### config.mk
export PLATFORM = sky130hd
export DESIGN_NAME = utf8_to_utf32_decoder
export DESIGN_NICKNAME = d
export VERILOG_FILES = /design/src/sv/utf8d_pkg.sv /design/src/sv/utf8d_front.sv /design/src/sv/utf8d_fifo.sv /design/src/sv/utf8d_back.sv /design/src/sv/utf8_to_utf32_decoder.sv
export SDC_FILE = /design/constraint.sdc
export NUM_CORES = 1
export LEC_CHECK = 0
export BUFFER_PORTS_ARGS = -buffer_cell sky130_fd_sc_hd__buf_2
export CAP_MARGIN = 10
export CORE_MARGIN = 4
export CORE_UTILIZATION = 62
export CTS_BUF_LIST = sky130_fd_sc_hd__clkbuf_16
export CTS_CLUSTER_DIAMETER = 30
export CTS_CLUSTER_SIZE = 28
export DETAILED_ROUTE_END_ITERATION = 10
export HOLD_SLACK_MARGIN = 0.06
export PLACE_DENSITY = 0.84
export SLEW_MARGIN = 25
export SYNTH_ARGS = -nofsm -noshare
export SYNTH_HDL_FRONTEND = slang
export SYNTH_SLANG_ARGS = --single-unit
### constraint.sdc
create_clock -name clk_i -period 5.6 [get_ports clk_i]
set_clock_uncertainty 0.1 [all_clocks]
set_input_delay 0.84 -clock clk_i [delete_from_list [all_inputs] [get_ports clk_i]]
set_output_delay 0.84 -clock clk_i [all_outputs]
set_load 0.005 [all_outputs]
### src/sv/utf8d_pkg.sv
// Package for the UTF-8 to UTF-32 decoder: byte classes, queue item type
// and the numeric limits of the decoder. No dependencies.
`default_nettype none

package utf8d_pkg;

  localparam int unsigned CpW  = 21;
  localparam int unsigned LenW = 3;

  localparam logic [CpW-1:0] CpMax       = 21'h10FFFF;
  localparam logic [CpW-1:0] SurrLo      = 21'h00D800;
  localparam logic [CpW-1:0] SurrHi      = 21'h00DFFF;
  localparam logic [CpW-1:0] Min2Byte    = 21'h000080;
  localparam logic [CpW-1:0] Min3Byte    = 21'h000800;
  localparam logic [CpW-1:0] Min4Byte    = 21'h010000;

  localparam logic [LenW-1:0] Len1 = 3'd1;
  localparam logic [LenW-1:0] Len2 = 3'd2;
  localparam logic [LenW-1:0] Len3 = 3'd3;
  localparam logic [LenW-1:0] Len4 = 3'd4;

  typedef enum logic [2:0] {
    KIND_ASCII,
    KIND_LEAD2,
    KIND_LEAD3,
    KIND_LEAD4,
    KIND_CONT,
    KIND_BAD
  } byte_kind_e;

  typedef struct packed {
    logic       cmd;
    byte_kind_e kind;
    logic [7:0] data;
  } item_t;

endpackage

`default_nettype wire

### src/sv/utf8d_front.sv
// Front end of the UTF-8 decoder: sorts each incoming byte into its class.
// Depends on utf8d_pkg.
`default_nettype none

module utf8d_front (
  input  logic          command_i,
  input  logic [7:0]    data_byte_i,
  output utf8d_pkg::item_t item_o
);
  import utf8d_pkg::*;

  byte_kind_e kind;

  always_comb begin
    if (data_byte_i inside {[8'h00:8'h7F]}) begin
      kind = KIND_ASCII;
    end else if (data_byte_i inside {[8'h80:8'hBF]}) begin
      kind = KIND_CONT;
    end else if (data_byte_i inside {[8'hC2:8'hDF]}) begin
      kind = KIND_LEAD2;
    end else if (data_byte_i inside {[8'hE0:8'hEF]}) begin
      kind = KIND_LEAD3;
    end else if (data_byte_i inside {[8'hF0:8'hF4]}) begin
      kind = KIND_LEAD4;
    end else begin
      kind = KIND_BAD;
    end
  end

  assign item_o = '{cmd: command_i, kind: kind, data: data_byte_i};

endmodule

`default_nettype wire

### src/sv/utf8d_fifo.sv
// Short queue of classified bytes between the decoder front and back ends.
// Depends on utf8d_pkg.
`default_nettype none

module utf8d_fifo #(
  parameter int unsigned Depth = 2
) (
  input  logic             clk_i,
  input  logic             rst_ni,
  input  logic             push_valid_i,
  output logic             push_ready_o,
  input  utf8d_pkg::item_t push_item_i,
  output logic             pop_valid_o,
  input  logic             pop_ready_i,
  output utf8d_pkg::item_t pop_item_o
);
  import utf8d_pkg::*;

  localparam int unsigned PtrW = $clog2(Depth);
  localparam int unsigned CntW = $clog2(Depth + 1);

  item_t            mem_q [Depth];
  logic [PtrW-1:0]  wr_ptr_q, wr_ptr_d, rd_ptr_q, rd_ptr_d;
  logic [CntW-1:0]  cnt_q, cnt_d;
  logic             push, pop;

  assign push_ready_o = (cnt_q != CntW'(Depth));
  assign pop_valid_o  = (cnt_q != '0);
  assign push         = push_valid_i && push_ready_o;
  assign pop          = pop_valid_o && pop_ready_i;
  assign pop_item_o   = mem_q[rd_ptr_q];

  always_comb begin
    wr_ptr_d = wr_ptr_q;
    rd_ptr_d = rd_ptr_q;
    cnt_d    = cnt_q;
    if (push) begin
      wr_ptr_d = (wr_ptr_q == PtrW'(Depth - 1)) ? '0 : wr_ptr_q + PtrW'(1);
    end
    if (pop) begin
      rd_ptr_d = (rd_ptr_q == PtrW'(Depth - 1)) ? '0 : rd_ptr_q + PtrW'(1);
    end
    if (push && !pop) begin
      cnt_d = cnt_q + CntW'(1);
    end else if (pop && !push) begin
      cnt_d = cnt_q - CntW'(1);
    end
  end

  always_ff @(posedge clk_i or negedge rst_ni) begin
    if (!rst_ni) begin
      wr_ptr_q <= '0;
      rd_ptr_q <= '0;
      cnt_q    <= '0;
    end else begin
      wr_ptr_q <= wr_ptr_d;
      rd_ptr_q <= rd_ptr_d;
      cnt_q    <= cnt_d;
    end
  end

  always_ff @(posedge clk_i) begin
    if (push) begin
      mem_q[wr_ptr_q] <= push_item_i;
    end
  end

endmodule

`default_nettype wire

### src/sv/utf8d_back.sv
// Back end of the UTF-8 decoder: sequence state, value checks and the
// output register. Depends on utf8d_pkg.
`default_nettype none

module utf8d_back (
  input  logic             clk_i,
  input  logic             rst_ni,
  input  logic             item_valid_i,
  output logic             item_ready_o,
  input  utf8d_pkg::item_t item_i,
  output logic             out_valid_o,
  input  logic             out_ready_i,
  output logic [20:0]      code_point_o,
  output logic             status_o,
  output logic [2:0]       seq_length_o
);
  import utf8d_pkg::*;

  logic [CpW-1:0]  pv_q, pv_d;
  logic [LenW-1:0] seen_q, seen_d, exp_q, exp_d;
  logic            out_valid_q, out_valid_d;
  logic [CpW-1:0]  cp_q, cp_d;
  logic            bad_q, bad_d;
  logic [LenW-1:0] len_q, len_d;

  logic            pop, emit;
  logic [CpW-1:0]  shifted, minimum;
  logic [LenW-1:0] seen_next;

  assign item_ready_o = !out_valid_q || out_ready_i;
  assign pop          = item_valid_i && item_ready_o;
  assign shifted      = {pv_q[CpW-7:0], item_i.data[5:0]};
  assign seen_next    = seen_q + LenW'(1);

  always_comb begin
    case (exp_q)
      Len2:    minimum = Min2Byte;
      Len3:    minimum = Min3Byte;
      default: minimum = Min4Byte;
    endcase
  end

  always_comb begin
    pv_d   = pv_q;
    seen_d = seen_q;
    exp_d  = exp_q;
    emit   = 1'b0;
    cp_d   = cp_q;
    bad_d  = bad_q;
    len_d  = len_q;
    if (pop) begin
      if (item_i.cmd) begin
        pv_d   = '0;
        seen_d = '0;
        exp_d  = '0;
      end else if (seen_q == '0) begin
        case (item_i.kind)
          KIND_ASCII: begin
            emit  = 1'b1;
            cp_d  = CpW'(item_i.data);
            bad_d = 1'b0;
            len_d = Len1;
          end
          KIND_LEAD2: begin
            pv_d   = CpW'(item_i.data[4:0]);
            exp_d  = Len2;
            seen_d = Len1;
          end
          KIND_LEAD3: begin
            pv_d   = CpW'(item_i.data[3:0]);
            exp_d  = Len3;
            seen_d = Len1;
          end
          KIND_LEAD4: begin
            pv_d   = CpW'(item_i.data[2:0]);
            exp_d  = Len4;
            seen_d = Len1;
          end
          default: begin
            // A stray continuation or an invalid lead byte.
            emit   = 1'b1;
            cp_d   = '0;
            bad_d  = 1'b1;
            len_d  = Len1;
            pv_d   = '0;
            exp_d  = '0;
          end
        endcase
      end else if (item_i.kind != KIND_CONT) begin
        emit   = 1'b1;
        cp_d   = '0;
        bad_d  = 1'b1;
        len_d  = seen_next;
        pv_d   = '0;
        seen_d = '0;
        exp_d  = '0;
      end else if (seen_next < exp_q) begin
        pv_d   = shifted;
        seen_d = seen_next;
      end else begin
        emit   = 1'b1;
        len_d  = exp_q;
        pv_d   = '0;
        seen_d = '0;
        exp_d  = '0;
        if (shifted < minimum || shifted > CpMax ||
            (shifted >= SurrLo && shifted <= SurrHi)) begin
          cp_d  = '0;
          bad_d = 1'b1;
        end else begin
          cp_d  = shifted;
          bad_d = 1'b0;
        end
      end
    end
  end

  always_comb begin
    if (emit) begin
      out_valid_d = 1'b1;
    end else if (out_ready_i) begin
      out_valid_d = 1'b0;
    end else begin
      out_valid_d = out_valid_q;
    end
  end

  always_ff @(posedge clk_i or negedge rst_ni) begin
    if (!rst_ni) begin
      pv_q        <= '0;
      seen_q      <= '0;
      exp_q       <= '0;
      out_valid_q <= 1'b0;
    end else begin
      pv_q        <= pv_d;
      seen_q      <= seen_d;
      exp_q       <= exp_d;
      out_valid_q <= out_valid_d;
    end
  end

  always_ff @(posedge clk_i) begin
    cp_q  <= cp_d;
    bad_q <= bad_d;
    len_q <= len_d;
  end

  assign out_valid_o  = out_valid_q;
  assign code_point_o = cp_q;
  assign status_o     = bad_q;
  assign seq_length_o = len_q;

endmodule

`default_nettype wire

### src/sv/utf8_to_utf32_decoder.sv
// Top level of the validating UTF-8 to UTF-32 decoder.
// Depends on utf8d_pkg, utf8d_front, utf8d_fifo and utf8d_back.
//
//   Channel | Direction | Handshake            | Payload
//   --------+-----------+----------------------+-----------------------------------
//   in      | input     | in_valid_i/in_ready_o| command_i, data_byte_i
//   out     | output    | out_valid_o/out_ready_i | code_point_o, status_o, seq_length_o
//
// One byte transfer is taken per cycle while the queue is not full; the
// sequence state in the back end updates once per byte.
// A byte's transfer writes it into the queue, and the back-end update then
// moves its result into the result register when nothing stalls.
// Reset is asynchronous and clears the queue, the sequence state and the
// output valid flag at once; there is no clearing pass.
// A stalled output holds its result while the queue of QueueDepth entries
// keeps taking bytes; in_ready_o drops only when that queue is full.
`default_nettype none

module utf8_to_utf32_decoder #(
  parameter int unsigned QueueDepth = 2
) (
  input  logic        clk_i,
  input  logic        rst_ni,
  input  logic        in_valid_i,
  output logic        in_ready_o,
  input  logic        command_i,
  input  logic [7:0]  data_byte_i,
  output logic        out_valid_o,
  input  logic        out_ready_i,
  output logic [20:0] code_point_o,
  output logic        status_o,
  output logic [2:0]  seq_length_o
);
  import utf8d_pkg::*;

  // Classified byte entering the queue and the one leaving it.
  item_t front_item, back_item;
  logic  back_valid, back_ready;

  // The front end only classifies; the class travels with the byte so the
  // back end never decodes ranges itself.
  utf8d_front u_front (
    .command_i  (command_i),
    .data_byte_i(data_byte_i),
    .item_o     (front_item)
  );

  utf8d_fifo #(
    .Depth(QueueDepth)
  ) u_fifo (
    .clk_i       (clk_i),
    .rst_ni      (rst_ni),
    .push_valid_i(in_valid_i),
    .push_ready_o(in_ready_o),
    .push_item_i (front_item),
    .pop_valid_o (back_valid),
    .pop_ready_i (back_ready),
    .pop_item_o  (back_item)
  );

  // The back end pulls a byte whenever its result register is free or is
  // being emptied in the same cycle, so a byte enters as the last result leaves.
  utf8d_back u_back (
    .clk_i       (clk_i),
    .rst_ni      (rst_ni),
    .item_valid_i(back_valid),
    .item_ready_o(back_ready),
    .item_i      (back_item),
    .out_valid_o (out_valid_o),
    .out_ready_i (out_ready_i),
    .code_point_o(code_point_o),
    .status_o    (status_o),
    .seq_length_o(seq_length_o)
  );

endmodule

`default_nettype wire

# Word level (Yosys, flattened, before mapping)
# Memories as Yosys holds them, arrays and structs flattened.
# Cells that the tools add are included.
classes:
  n_addsub: 5
  magnitude_cmp: 15
  n_eq_ne: 12
  n_mux: 49
  n_bitwise: 1
  reduce_logical: 26
op_table:
  columns: ["op", "count"]
  rows:
  - ["21-bit two-way mux", 4]
  - ["15-bit two-way mux", 4]
  - ["15-bit one-hot mux with 4 select lines", 1]
  - ["3-bit two-way mux", 18]
  - ["21-bit one-hot mux with 2 select lines", 1]
  - ["17-bit one-hot mux with 2 select lines", 1]
  - ["8-bit >= comparator, second input constant", 4]
  - ["8-bit <= comparator, second input constant", 4]
  - ["21-bit by 16-bit >= comparator with 1-bit output, second input constant", 1]
  - ["21-bit greater-than comparator, second input constant", 1]
  - ["21-bit by 16-bit <= comparator with 1-bit output, second input constant", 1]
  - ["21-bit by 17-bit less-than comparator with 1-bit output", 1]
  - ["1-bit two-way mux", 16]
  - ["3-bit by 2-bit == test with 1-bit output, second input constant", 4]
  - ["3-bit one-hot mux with 4 select lines", 1]
  - ["1-bit logical AND", 10]
  - ["3-bit inequality test, second input constant", 3]
  - ["8-bit by 1-bit >= comparator with 1-bit output, second input constant", 1]
  - ["8-bit by 7-bit <= comparator with 1-bit output, second input constant", 1]
  - ["3-bit logical NOT", 2]
  - ["2-bit nonzero test", 3]
  - ["2-bit two-way mux", 2]
  - ["2-bit inequality test, second input constant", 2]
  - ["4-bit by 2-bit inequality test with 1-bit output, second input constant", 1]
  - ["15 further kinds", 21]
totals:
  register_bits: 51
  ramBits: 24
  output_inout_bits: 27
  mem_count: 1
mem_list:
  columns: ["name", "words", "width", "rd", "rd_clocked_by_memory_dff", "write_ports", "line_no", "text"]
  rows:
  - ["u_fifo.mem_q", 2, 12, 1, 0, 1, "utf8d_fifo.sv:22", "item_t mem_q [Depth];"]

# Logic depth before layout (Yosys ltp)
depth:
  ltp_word: 9
  ltp_mapped: 8
  mapped_depth_nobuf: 7

# Cells and area by module
# From an unflattened synthesis, not the netlist that was laid out.
unflattened:
  cells_unflattened: 266
  hier_area_um2: 3482.1
modules_own_cells:
  columns: ["mod", "n_inst", "cells_per_inst", "area_per_inst_um2"]
  rows:
  - ["utf8d_back", 1, 192, 2272.2]
  - ["utf8d_fifo", 1, 55, 1078.5]
  - ["utf8d_front", 1, 19, 131.4]

# Least setup slack after synthesis
# OpenSTA, ideal clock, no wires.
synth_timing:
  path_type: "register to register"
  start: "register u_back.seen_q[0]"
  end: "register u_back.cp_q[0] (netlist: u_back.code_point_o[0]) (enable)"
  arrival_ns: 2.317
  path_slack_ns: 2.799
  path_stages_with_launch: 8
  n_path_buf: 0
  period_less_slack_ns: 2.801
  path_cell_list: "dfrtp_1 > ha_1 > xor2_1 > ha_1 > and2_1 > a21oi_1 > a21oi_1 > and2_1"
synth_between:
  elab_chain_len: 4
synth_rtl:
  columns: ["element", "line_no", "text"]
  rows:
  - ["start, declared", "utf8d_back.sv:20", "logic [LenW-1:0] seen_q, seen_d, exp_q, exp_d;"]
  - ["start signal, assigned", "utf8d_back.sv:136", "seen_q <= seen_d;"]
  - ["3-bit by 1-bit adder with 3-bit output", "utf8d_back.sv:33", "assign seen_next = seen_q + LenW'(1);"]
  - ["3-bit less-than comparator", "utf8d_back.sv:97", "end else if (seen_next < exp_q) begin"]
  - ["3-bit by 1-bit inequality test with 1-bit output (no source line)", null, null]
  - ["4-bit AND reduction (no source line) *", null, null]
  - ["end signal, assigned", "utf8d_back.sv:143", "cp_q <= cp_d;"]
  - ["end, declared", "utf8d_back.sv:22", "logic [CpW-1:0] cp_q, cp_d;"]
# Mark *: on every way between the ends. The rest lies on a longest branch, timed or not.
# A chain may end at the register's enable or synchronous reset.

# Worst setup path in the final report
layout_timing:
  start: "register u_fifo.rd_ptr_q"
  end: "register u_back.cp_q[17] (netlist: u_back.code_point_o[17]) (enable)"
layout_between:
  elab_chain_len: 5
layout_rtl:
  columns: ["element", "line_no", "text"]
  rows:
  - ["start, declared", "utf8d_fifo.sv:23", "logic [PtrW-1:0] wr_ptr_q, wr_ptr_d, rd_ptr_q, rd_ptr_d;"]
  - ["start signal, assigned", "utf8d_fifo.sv:57", "rd_ptr_q <= rd_ptr_d;"]
  - ["memory 2 x 12 bit *", null, null]
  - ["3-bit by 1-bit == test with 1-bit output / 3-bit by 2-bit == test with 1-bit output (equally long branches)", "utf8d_back.sv:57", "case (item_i.kind)"]
  - ["3-bit OR reduction (no source line)", null, null]
  - ["2-bit inequality test (no source line)", null, null]
  - ["4-bit AND reduction (no source line) *", null, null]
# Marks and branches as above.

==> flow_summary.ini <==
[die]
dieArea_um2 = 6680
row_count = 26
fp.coreArea_um2 = 5200
io_pins = 40
die_h_um = 81.7
start_util_pct = 64.8
fp.dieW_um = 81.7

[logic_synthesis]
avgSynthCellArea_um2 = 13.2
synth_ff_type = edfxtp_1
syn_area_um2 = 3370
ys_warn_count = 0
async_reset_ff_share_pct = 34.7
ys_ff_latch = 75
yosys.cell_count.top_type = edfxtp_1
yosys-top-cells-count = edfxtp_1, dfrtp_1, mux2i_1, nand2_1, and3_1
yosysTopAreaCell = edfxtp_1
ys_types = 51
ys_seq_area_share_pct = 62.9
synth_edf_count = 49
synth_nets = 275
synthCells = 255
synth.area.top_cells = edfxtp_1, dfrtp_1, mux2i_1
netlist.area_leader.share_pct = 43.6

[global_routing]
antenna_found_initial = 0
grt_pass1_wl_um = 11000
overflow = 0
grt_max_degree = 27
grt_usage_pct = 22.7
grt_pass1_vias = 2347

[sta]
hold_slack_ps = 392
setup_viol = 0
min_period_over_period_pct = 58.9
final.setup.tns_ps = 0
finalCriticalPeriod_ps = 3300
fmax_ghz = 0.303
tightest_slew_ps = 992
rsz0062_at_grt = false
hold_viol_final = 0
setup_ws_ps = 2300
relSlewSlack_pct = 33.6
slew_viol_final = 0

[route]
detail-route-antenna-nets = 0
wl_per_cell_um = 17.7
drc = 0
drt_pass1_iterations = 4
viasPerCell = 6.20
wl_um = 6610
drt_iter0_drc = 199
num_vias = 2314

[clock_network]
clock-sinks = 75
tritoncts = yes
postCtsSetupBuffers = 0
postCtsResizedCells = 0
clk_latency_ps = 330
clockRootBuffer = clkbuf_16
htreeDepth = 3
cts_hold_buf = 0
clk_pin_slew_ps = 60
clockBufferDepth = 2
numCtsBuffers = 9

[cells_and_area]
fin_cells = 373
diodes = 0
final_area_um2 = 3930
synthToLayoutAreaGrowth_pct = 16.7
final_nets = 318
drive_gt1_share_pct = 21.8
fin_util_pct = 75.6

[place]
place_area_um2 = 3610
dpl.cell_count = 357
hpwl_um = 4550
port_buffers = 39
gp_congestion = 0.957
pre_cts_ws_ps = 2090

[pwr]
power.total_mw = 2.09
leakagePower_nw = 1.64
ir_worst_vdd_v = 0.000352
power_density_nw_per_um2 = 532

[worst_setup_path]
r2r_slack_ps = 2300
cp_max_fo = 25
crit_slowest_cell = dfrtp_1
crit_chain = or3b_2 > a211oi_2 > a21oi_1 > and2_2
rr_worst_depth = 4
path_class = register to register
crit_path_end_kind = register
worst_ep_required_time_ps = 5520
start_kind = register
cpPeakStageDelay_ps = 890
arrival_ps = 3210

[worst_hold_path]
min_path_type = register to register
whs_path_depth = 1

[run_status]
outcome = finished, final reports clean

[job]
drv_cap = 0
==> cell usage in the layout, fill, tap and decap left out, types with 3 or more instances in the layout <==
master     netlist  final
a21oi_1          6      6
nand2b_1         5      5
xor2_1           3      3
nor2b_1          3      3
a21o_1           3      3
xnor2_1          4      4
nor3_1          10     10
edfxtp_1        49     49
and3_1          12     12
a22o_1           8      8
o21ai_0          4      4
a211oi_1         4      4
mux2_2           3      3
nor2_1          10     10
o22ai_1          3      3
nand3_1          3      3
dfrtp_1         26     26
o211ai_1         3      3
nor3b_1          3      3
clkbuf_16        0      9
o32ai_1          5      5
ha_1             7      7
and3_2           3      3
nand2_1         13     13
mux2i_1         13     13
clkinv_1         1      3
a31oi_1          3      3
buf_2            5     39
inv_1           10     10
and2_1           4      3
==> final timing paths <==
check | startpoint | end
min in group asynchronous | rst_ni | u_fifo.wr_ptr_q$_DFFE_PN0P_
max in group asynchronous | rst_ni | u_back.pv_q[10]$_DFFE_PN0P_
setup reg to reg | u_fifo.rd_ptr_q$_DFFE_PN0P_ | u_back.code_point_o[17]$_SDFFCE_PP0P_
setup / recovery | u_fifo.rd_ptr_q$_DFFE_PN0P_ | u_back.code_point_o[17]$_SDFFCE_PP0P_
hold / removal | u_fifo.wr_ptr_q$_DFFE_PN0P_ | u_fifo.wr_ptr_q$_DFFE_PN0P_
hold reg to reg | u_fifo.wr_ptr_q$_DFFE_PN0P_ | u_fifo.wr_ptr_q$_DFFE_PN0P_
==> cell families after synthesis <==
group	synth area share [%]
and+or+nand+nor	12.8
AOI/OAI and AO/OA	12.5
xor gates and xnor gates	1.82
muxes	4.86
DFF	62.9
adders and majority gates	2.60
buffers and inverters	2.41
==> power breakdown <==
group          total (mW)  switching (mW)  internal (mW)
clock network       0.603           0.215          0.388
logic               0.620           0.388          0.231
registers           0.869          0.0925          0.777
total                2.09           0.696           1.40
==> per-layer routing <==
| metal | global-route usage [%] | vias to the layer above | routed length, µm |
|---|---|---|---|
| met5 | 0 | - | 0 |
| li1 | - | 1078 | - |
| met2 | 38.4 | 89 | 3460 |
| met4 | 13.8 | 0 | 191 |
| met1 | 26.6 | 1128 | 2610 |
| met3 | 4.28 | 19 | 345 |
==> flip-flops by register name (all words and copies together), names as in the netlist, 2 cells and up <==
register and count:
u_back.exp_q 3, u_back.seen_q 3, u_back.pv_q 15, u_back.code_point_o 21, u_fifo.mem_q 24, u_fifo.cnt_q 2, u_back.seq_length_o 3
==> layout make-up <==
| class | instances | area [µm²] |
|---|---|---|
| multi-input cells | 162 | 1170 |
| inverters | 11 | 41.3 |
| repair buffers | 39 | 195 |
| clock buffers | 9 | 225 |
| flip-flops and latches | 75 | 2120 |
| clock inverters | 7 | 92.6 |
| well taps | 70 | 87.6 |
| fillers | 338 | 1270 |
==> critical path: cells and delay by family, from the launching register on <==
kind | cells | cell delay (ps)
DFF | 1 | 890
and+or+nand+nor | 2 | 1040
AOI/OAI and AO/OA | 2 | 940
No activity file was read; power rests on OpenSTA's default activity.
